File: src/sv/grf_pkg.sv
// Shared types, command codes and default sizes for the grid rectangle fill block.
`timescale 1ns / 1ps
`default_nettype none

package grf_pkg;

    localparam int COORD_W = 6;
    localparam int DATA_W  = 32;
    localparam int CMD_W   = 2;

    localparam int DEF_GRID_ROWS  = 64;
    localparam int DEF_GRID_COLS  = 64;
    localparam int DEF_CELL_WIDTH = 32;

    localparam logic [CMD_W-1:0] CMD_LOAD = 2'd0;
    localparam logic [CMD_W-1:0] CMD_FILL = 2'd1;
    localparam logic [CMD_W-1:0] CMD_READ = 2'd2;

    typedef struct packed {
        logic [CMD_W-1:0]          cmd;
        logic [COORD_W-1:0]        row_first;
        logic [COORD_W-1:0]        col_first;
        logic [COORD_W-1:0]        row_last;
        logic [COORD_W-1:0]        col_last;
        logic signed [DATA_W-1:0]  value;
    } t_in;

    typedef struct packed {
        logic signed [DATA_W-1:0]  read_value;
        logic                      status;
    } t_out;

    // controller -> datapath
    typedef struct packed {
        logic latch;     // capture an accepted command
        logic step;      // write current cell, advance walk
        logic res_load;  // load result into output register
    } t_ctl;

    // datapath -> controller
    typedef struct packed {
        logic err;       // coordinate outside grid
        logic wr_cmd;    // load or fill
        logic empty;     // rectangle has no cells
        logic col_end;   // walk at last column
        logic row_end;   // walk at last row
    } t_sts;

endpackage

`default_nettype wire

File: src/sv/grf_ctrl.sv
// Controller state machine for the grid rectangle fill block.
`timescale 1ns / 1ps
`default_nettype none

module grf_ctrl
    import grf_pkg::*;
(
    input  wire logic i_clk,
    input  wire logic i_rst_n,
    input  wire logic i_in_valid,
    output logic      o_in_ready,
    output logic      o_out_valid,
    input  wire logic i_out_ready,
    input  wire t_sts i_sts,
    output t_ctl      o_ctl
);

    localparam logic [1:0] S_IDLE   = 2'd0;
    localparam logic [1:0] S_EXEC   = 2'd1;
    localparam logic [1:0] S_FILL   = 2'd2;
    localparam logic [1:0] S_RESULT = 2'd3;

    logic [1:0] r_state;
    logic [1:0] n_state;
    logic       r_out_valid;
    logic       n_out_valid;

    assign o_in_ready  = (r_state == S_IDLE);
    assign o_out_valid = r_out_valid;

    always_comb begin
        n_state        = r_state;
        o_ctl.latch    = 1'b0;
        o_ctl.step     = 1'b0;
        o_ctl.res_load = 1'b0;
        case (r_state)
            S_IDLE: begin
                if (i_in_valid) begin
                    o_ctl.latch = 1'b1;
                    n_state     = S_EXEC;
                end
            end
            S_EXEC: begin
                if (!i_sts.err && i_sts.wr_cmd && !i_sts.empty) begin
                    n_state = S_FILL;
                end else begin
                    n_state = S_RESULT;
                end
            end
            S_FILL: begin
                o_ctl.step = 1'b1;
                if (i_sts.col_end && i_sts.row_end) begin
                    n_state = S_RESULT;
                end
            end
            S_RESULT: begin
                if (!r_out_valid || i_out_ready) begin
                    o_ctl.res_load = 1'b1;
                    n_state        = S_IDLE;
                end
            end
            default: begin
                n_state = S_IDLE;
            end
        endcase
    end

    always_comb begin
        n_out_valid = r_out_valid;
        if (o_ctl.res_load) begin
            n_out_valid = 1'b1;
        end else if (i_out_ready) begin
            n_out_valid = 1'b0;
        end
    end

    always_ff @(posedge i_clk) begin
        if (!i_rst_n) begin
            r_state     <= S_IDLE;
            r_out_valid <= 1'b0;
        end else begin
            r_state     <= n_state;
            r_out_valid <= n_out_valid;
        end
    end

endmodule

`default_nettype wire

File: config.mk
export PLATFORM = sky130hd
export DESIGN_NAME = grf_ctrl
export DESIGN_NICKNAME = d
export VERILOG_FILES = /design/src/sv/grf_pkg.sv /design/src/sv/grf_ctrl.sv
export SDC_FILE = /design/constraint.sdc
export NUM_CORES = 1
export LEC_CHECK = 0
export ABC_AREA = 1
export BUFFER_PORTS_ARGS = -buffer_cell sky130_fd_sc_hd__buf_2
export CORE_AREA = 5 5 42 44
export CTS_CLUSTER_DIAMETER = 50
export DETAILED_ROUTE_END_ITERATION = 12
export DIE_AREA = 0 0 47 49
export GPL_TIMING_DRIVEN = 0
export PLACE_DENSITY = 0.52
export RECOVER_POWER = 50
export SLEW_MARGIN = 20
export SYNTH_ARGS = -nofsm -noshare
export SYNTH_HDL_FRONTEND = slang
export SYNTH_SLANG_ARGS = --single-unit
export TNS_END_PERCENT = 30
File: constraint.sdc
create_clock -name i_clk -period 2.68 [get_ports i_clk]
set_input_delay 0.536 -clock i_clk [delete_from_list [all_inputs] [get_ports i_clk]]
set_output_delay 0.536 -clock i_clk [all_outputs]
set_load 0.005 [all_outputs]
### After elaboration in Yosys (flattened, before gate mapping)

Cells that the tools add are included.

* bits in read-only memories: 0
* output and inout port bits: 5
* memories: 0
* logic and storage cells: 30
* bits in registers: 3
* bits in writable memories: 0
* latch bits: 0

* bitwise logic cells: 0
* $mul: 0
* shifts and indexed selects: 0
* equality and inequality tests: 6
* muxes and demuxes: 12
* add/subtract/negate cells: 0
* div/mod/pow operators: 0
* $lt $le $gt $ge: 0
* reduce and logical (&&, ||, !) cells: 10

Operators by type and width (number)
* two-way mux 1 bit: 8
* case mux 2 bit (4 select lines): 1
* two-way mux 2 bit: 3
* != test 2 bit, second input constant: 3
* equality test 2 bit, second input constant: 2
* logical AND 1 bit: 3
* logical NOT 1 bit: 3
* AND reduction 3 bit: 1
* equality test 2 x 1 -> 1 bit, second input constant: 1
* logical NOT 2 bit: 1
* nonzero test 2 bit: 1
* logical OR 1 bit: 1

### Logic depth before layout (Yosys ltp)

Gate-level depths: netlist of run 1.

* depth after elaboration: 5
* depth in mapped cells: 8
* mapped depth without buffers: 8

### Worst setup path before layout of run 1

OpenSTA, ideal clock, no wires.

* kind: register to output
* from: register r_state[0]
* to: output o_ctl[0] (netlist name)
* setup slack: 1344 ps
* path buffers: 1
* stages on the path, launching flop included: 5
* data arrival time: 800 ps
* path through: dfxtp_1 ha_1 inv_2 a21oi_1 buf_4

RTL lines
* start: declaration: RTL line grf_ctrl.sv:23 `logic [1:0] r_state;`
* start signal: assignment: RTL line grf_ctrl.sv:82 `r_state <= n_state;`
* end: declaration: RTL line grf_ctrl.sv:15 `output t_ctl o_ctl`

==> results of run 1 <==
[worst paths after layout]
path,start,end,slack [ns],depth (start not counted)
setup / recovery,r_state[0],o_ctl[0],0.94,5
hold / removal,o_out_valid,o_out_valid,0.52,2
setup reg to reg,r_state[0],r_state[0],1.30,7
hold reg to reg,o_out_valid,o_out_valid,0.52,2
[kinds of logic after synthesis]
kind of cell	Yosys count	share of synthesized area, %
adder cells (fa/ha/maj)	4	19.61
flip-flops	3	23.53
AO/OA/AOI/OAI	6	13.23
AND/OR/NAND/NOR	14	28.92
buffers and inverters	9	14.71
[registers in the layout, indices dropped and copies added, names as in the netlist]
register / cells
o_out_valid: 1
r_state: 2
[worst max-delay path, cell delays in order (launching register included)]
cell and delay, ns:
dfxtp_1 0.40, ha_1 0.17, inv_1 0.08, a21oi_1 0.12
buf_4 0.11, buf_2 0.09
[where the power goes]
group / total, mW / internal, mW / leakage [nW] / switching, mW
combinational: 0.136 / 0.0616 / 0.165 / 0.0741
clock: 0.0792 / 0.0558 / 0.0150 / 0.0234
sequential: 0.0736 / 0.0588 / 0.0247 / 0.0148
[routing by layer]
| metal | up-vias | wire length (um) | GRT usage [%] |
|---|---|---|---|
| li1 | 142 | - | - |
| met1 | 106 | 226 | 4.814 |
| met2 | 9 | 258 | 7.014 |
| met3 | 0 | 55 | 1.476 |
| met4 | 0 | 0 | 8.295 |
| met5 | - | 0 | 0 |
[synthesized netlist by cell type (all sizes together)]
cell type  count  area (um2)
dfxtp          3       60.06
ha             4       50.05
nand2          9       38.79
nor3           1       5.000
nor2           4       30.03
buf            1       7.510
o21ai          3       15.01
a21oi          3       18.77
inv            8       30.03
[area by class of cell]
cell class | count | area, um2
plain buffers | 1 | 7.507
clock buffers | 4 | 26.28
fillers | 172 | 1042
inverters | 8 | 30.03
multi-input cells | 24 | 150.1
flip-flops and latches | 3 | 60.06
well taps | 16 | 20.02
repair buffers | 13 | 65.06
==> metrics.txt, run 1 <==
outcome completed; IO buf count 13; top-level I/O count 14; commonest non-fill, non-tap cell in the layout buf_2; total CTS buffers 3; hpwl dp 456.8 um; first-pass GRT wire length 786 um; most frequent cells in the layout 13 x buf_2, 7 x inv_1, 7 x nand2_1; Hold Crit Class flop to flop; Post-CTS Setup Bufs 0; Slew HR 84.23%; area growth from synthesis to layout 40.69%; crit path DAT 1.21 ns; flops & latches, synth 3; via density per instance 3.725; layout cells sized above 1 41.51%; cell area power density 803.1 nW/um2; final core area utilization 25.62%; final hold vios 0; clk root buf clkbuf_4; max-slew violations 0; Finished Layout Cells 69; Area after DPL 340.3 um2; Setup WS post-layout 0.9356 ns; crit path time final 1.744 ns; worst IR drop on VDD 0.1750 mV; initial antenna violation count 0; Routed Antenna Nets 0; DRT Wirelength 540 um; CP Capture Type primary output; Clock Sinks 3; ANT cells 0; CTS max path bufs 2; Syn Nets 49; core area 1401 um2; # setup viols final 0; Routability Congestion 0.6428; Post-layout nets 67; Clock Skew 0.003077 ns; GRT Util Overall 5.274%; Reg clk slew, reported paths 0.04 ns; Fin Setup TNS 0 ns; vias in the first global route 231; post-synthesis sequential area ratio 23.53%; synth unique cells 14; hold_ws 0.5212 ns; leak pwr 0.2047 nW; max frequency 573.3 MHz; Mapped Avg Cell Area 7.090 um2; H-tree levels 1; maximum fanout along the worst path 5; PostCTS Resize Cnt 0; cells after synthesis 36; vias 257; Worst EP required 2.14 ns; Die ar. 2303 um2; critical path class flop to primary output; Tcrit/Tclk final 65.09%; Die Y 49 um; CTS tree built; DR pass1 iterations 1; grt total ovfl 0; synth warn 0; hold_buf cts 0; design area 359.1 um2; Max-Cap Viols 0; Starting Density 18.21%; placed cell count 65; number of remaining DRC errors 0; die width 47 um; slew at the pin with the worst max-slew slack 0.2341 ns; largest net degree at the start of global routing 6; Startpoint Class flop; worst slack, placed 1.167 ns; DR iter-0 viols 0; Wirelength per Cell 7.826 um; RSZ-0062 raised after global routing false; row count 14; worst skew pair latency 0.23 ns; Synth Cell Area 255.2 um2; Tot Pwr 0.2884 mW
Note: power is estimated with default switching activity, not from simulation.
==> run 2, diff against run 1 <==
Settings changed: PLACE_DENSITY 0.52 to 0.53.
Clock period 2.68 ns to 1.5 ns, I/O delays scaled along.
==> metrics.txt, run 2 (synthesis gave the netlist of run 1 again) <==
die width 47 um; RSZ-0062 raised after global routing false; DR iter-0 viols 0; cell area power density 1445 nW/um2; CTS max path bufs 2; layout cells sized above 1 47.17%; GRT Util Overall 5.000%; maximum fanout along the worst path 5; slew at the pin with the worst max-slew slack 0.1637 ns; Die ar. 2303 um2; Routability Congestion 0.6568; clk root buf clkbuf_4; number of remaining DRC errors 0; Die Y 49 um; Tcrit/Tclk final 95.40%; max frequency 698.8 MHz; largest net degree at the start of global routing 6; H-tree levels 1; final core area utilization 26.16%; worst skew pair latency 0.23 ns; Fin Setup TNS 0 ns; Max-Cap Viols 0; largest reg by FF count r_state; IO buf count 13; DR pass1 iterations 1; CTS tree built; CP Capture Type primary output; grt total ovfl 0; Sw Ratio 38.78%; DRT Wirelength 508 um; row count 14; top-level I/O count 14; core area 1401 um2; worst IR drop on VDD 0.3056 mV; max reg flops 2; final hold vios 0; hpwl dp 432.7 um; Reg clk slew, reported paths 0.04 ns; max-slew violations 0; via density per instance 3.681; first-pass GRT wire length 779 um; leak pwr 0.2077 nW; clock power share 27.2%; vias in the first global route 207; Clock Sinks 3; Worst EP required 1.20 ns; critical path class flop to primary output; hold_buf cts 0; Reg power frac 25.6%; vias 254; ANT cells 0; Hold Crit Class primary input to flop; Starting Density 18.21%; Net Sw Power 0.2055 mW; total CTS buffers 3; Routed Antenna Nets 0; Clock Skew 0.001468 ns; crit path time final 1.431 ns; internal power 0.3244 mW; crit path DAT 1.13 ns; commonest non-fill, non-tap cell in the layout buf_2; Wirelength per Cell 7.362 um; most frequent cells in the layout 13 x buf_2, 8 x nand2_1, 6 x inv_1; outcome completed; # setup viols final 0; Slew HR 89.00%; area growth from synthesis to layout 43.63%; Startpoint Class flop; Combinational Power Share 47.2%; Post-layout nets 67; initial antenna violation count 0
==> run 2: metal layers <==
| metal | part of all wire [%] | global-route usage (%) |
|---|---|---|
| met5 | 0 | 0 |
| met2 | 40 | 5.656 |
| met3 | 12 | 0 |
| met4 | 4.1 | 8.295 |
| met1 | 43 | 6.154 |
==> run 2: path summary, 6_finish.rpt <==
path,start,to,slack [ns],cells past startpoint
min reg2reg,r_state[0],r_state[0],0.50,2
max,r_state[0],o_ctl[0],0.07,5
max reg2reg,r_state[0],r_state[0],0.28,8
min,i_rst_n,r_state[1],0.31,3
==> run 2: critical path, stage by stage, from the launching register on <==
cell	delay [ns]
dfxtp_2	0.33
ha_1	0.20
inv_2	0.08
a21oi_1	0.04
buf_4	0.12
buf_2	0.11
==> run 2: cell type report <==
cell class / count / area [um2]
fillers: 158 / 1035
multi-input cells: 24 / 155.1
repair buffers: 13 / 65.06
flip-flops and latches: 3 / 62.56
inverters: 8 / 30.03
clock buffers: 4 / 26.28
well taps: 16 / 20.02
plain buffers: 1 / 7.507
==> run 2: what timing repair did <==
item,4_1_cts,5_1_grt
setup buffers,0,0
endpoints found under the setup margin,1,2
resized for setup,1,1
==> run 2: power by group through the flow <==
stage	combinational (mW)	clock [mW]	sequential [mW]
finish	0.250	0.144	0.136
global route	0.291	0.160	0.141
floorplan	0.184	0	0.128
detailed placement	0.256	0	0.134
global placement	0.258	0	0.133
CTS	0.261	0.154	0.135
==> run 2: through the flow <==
step	area (um2)	hold WS, ns	setup WS [ns]	total power, mW	instances
final	366.6	0.3144	0.06893	0.5299	69
after global routing	366.6	0.3141	0.002902	0.5918	69
after CTS	367.9	0.3118	0.02905	0.5496	69
after detailed placement	340.3	0.5234	0.2287	0.3900	65
after global placement	340.3	0.5208	0.2449	0.3905	65
after floorplan	255.2	0.4357	0.3262	0.3116	36
==> run 3, diff against run 2 <==
Settings changed: PLACE_DENSITY 0.53 to 0.44.
==> metrics.txt, run 3 (synthesis gave the netlist of run 1 again) <==
Routed Antenna Nets 0; Tcrit/Tclk final 94.99%; slew at the pin with the worst max-slew slack 0.1647 ns; DR pass1 iterations 1; H-tree levels 1; Top Family by Delay on Critical Path flip-flops; number of gates on the worst path with buffers counted 5; Reg clk slew, reported paths 0.04 ns; maximum fanout along the worst path 5; Max-Cap Viols 0; Hold Crit Class primary input to flop; largest net degree at the start of global routing 6; fillers 163; crit path time final 1.425 ns; final core area utilization 26.70%; CP peak stage delay 0.36 ns; layout cells sized above 1 50.94%; CTS tree built; die width 47 um; Setup WS post-layout 0.07517 ns; worst slack, placed 0.2371 ns; critical path class flop to primary output; CP Launch Point r_state[0]; R2R cell count 8; design area 374.1 um2; Die ar. 2303 um2; outcome completed; R2R Setup Slk 0.31 ns; commonest non-fill, non-tap cell in the layout buf_2; worst IR drop on VDD 0.3789 mV; Post-layout nets 67; area growth from synthesis to layout 46.57%; reg-to-reg endpoint r_state[0]; CP Capture Type primary output; hpwl dp 455.7 um; worst path buffer plus inverter count 3; max frequency 701.8 MHz; leak pwr 0.2055 nW; Clock Skew 0.001039 ns; reg-to-reg startpoint r_state[0]; via density per instance 3.696; Slew HR 88.94%; Routability Congestion 0.6283; largest reg by FF count r_state; RSZ-0062 raised after global routing false; total CTS buffers 3; Cells on Worst Hold Path 3; Area after DPL 340.3 um2; final hold vios 0; Hold EP r_state[1]; clk root buf clkbuf_4; number of remaining DRC errors 0; Worst EP required 1.20 ns; hold_ws 0.3174 ns; hold path start i_rst_n; Wirelength per Cell 7.942 um; Clock Sinks 3; crit path DAT 1.12 ns; DRT Wirelength 548 um; CTS max path bufs 2; row count 14; IO buf count 13; crit-path cells ha_2 -> inv_2 -> a21oi_1 -> buf_4 -> buf_2; vias in the first global route 256; first-pass GRT wire length 869 um; cell area power density 1435 nW/um2; core area 1401 um2; Critical-path top delay cell dfxtp_4; grt total ovfl 0; vias 255; Die Y 49 um; DR iter-0 viols 0; most frequent cells in the layout 13 x buf_2, 7 x nand2_1, 6 x inv_1; ANT cells 0; Fin Setup TNS 0 ns; GRT Util Overall 5.563%; # setup viols final 0; Startpoint Class flop; worst skew pair latency 0.23 ns; top-level I/O count 14; max-slew violations 0; Starting Density 18.21%; max reg flops 2; initial antenna violation count 0
-- run 3: worst max path at each step --
stage	end
2_1_floorplan	r_state[0]
3_3_place_gp	r_state[0]
3_5_place_dp	r_state[0]
4_1_cts	o_ctl[0]
5_1_grt	o_ctl[0]
6_report	o_ctl[0]
-- run 3: final cells by class --
type | count | area, um2 | share of cell area, %
clock buffers | 4 | 26.28 | 7.023
flip-flops and latches | 3 | 65.06 | 17.39
plain buffers | 1 | 7.507 | 2.007
well taps | 16 | 20.02 | 5.351
multi-input cells | 24 | 160.2 | 42.81
repair buffers | 13 | 65.06 | 17.39
inverters | 8 | 30.03 | 8.027
-- run 3: layer usage --
| layer | global-route usage [%] | routed length, um | vias to the layer above |
|---|---|---|---|
| met1 | 4.396 | 190 | 106 |
| met4 | 6.912 | 0 | 0 |
| met3 | 2.214 | 46 | 0 |
| met5 | 0 | 0 | - |
| met2 | 8.597 | 311 | 6 |
| li1 | - | - | 143 |
-- run 3: what timing repair did --
action / CTS / global route
endpoints found under the setup margin: 0 / 2
hold buffers: 0 / 0
hold endpoints to repair: 0 / 0
buffers inserted: 0 / 0
gates resized for setup: 0 / 4
-- run 3: tightest hold or removal path: stages --
cell,delay (ns)
buf_2,0.10
o21ai_0,0.06
nor2_1,0.04
-- run 3: per-stage QoR --
stage	instances	power, mW
floorplan	36	0.3116
global placement	65	0.3954
detailed placement	65	0.3922
CTS	69	0.5427
global route	69	0.6053
finish	69	0.5368
-- run 3: report_power, final --
| group | internal, mW | switching (mW) | leakage (nW) |
|---|---|---|---|
| sequential | 0.113 | 0.0263 | 0.0256 |
| combinational | 0.118 | 0.139 | 0.165 |
| clock | 0.0996 | 0.0404 | 0.0150 |
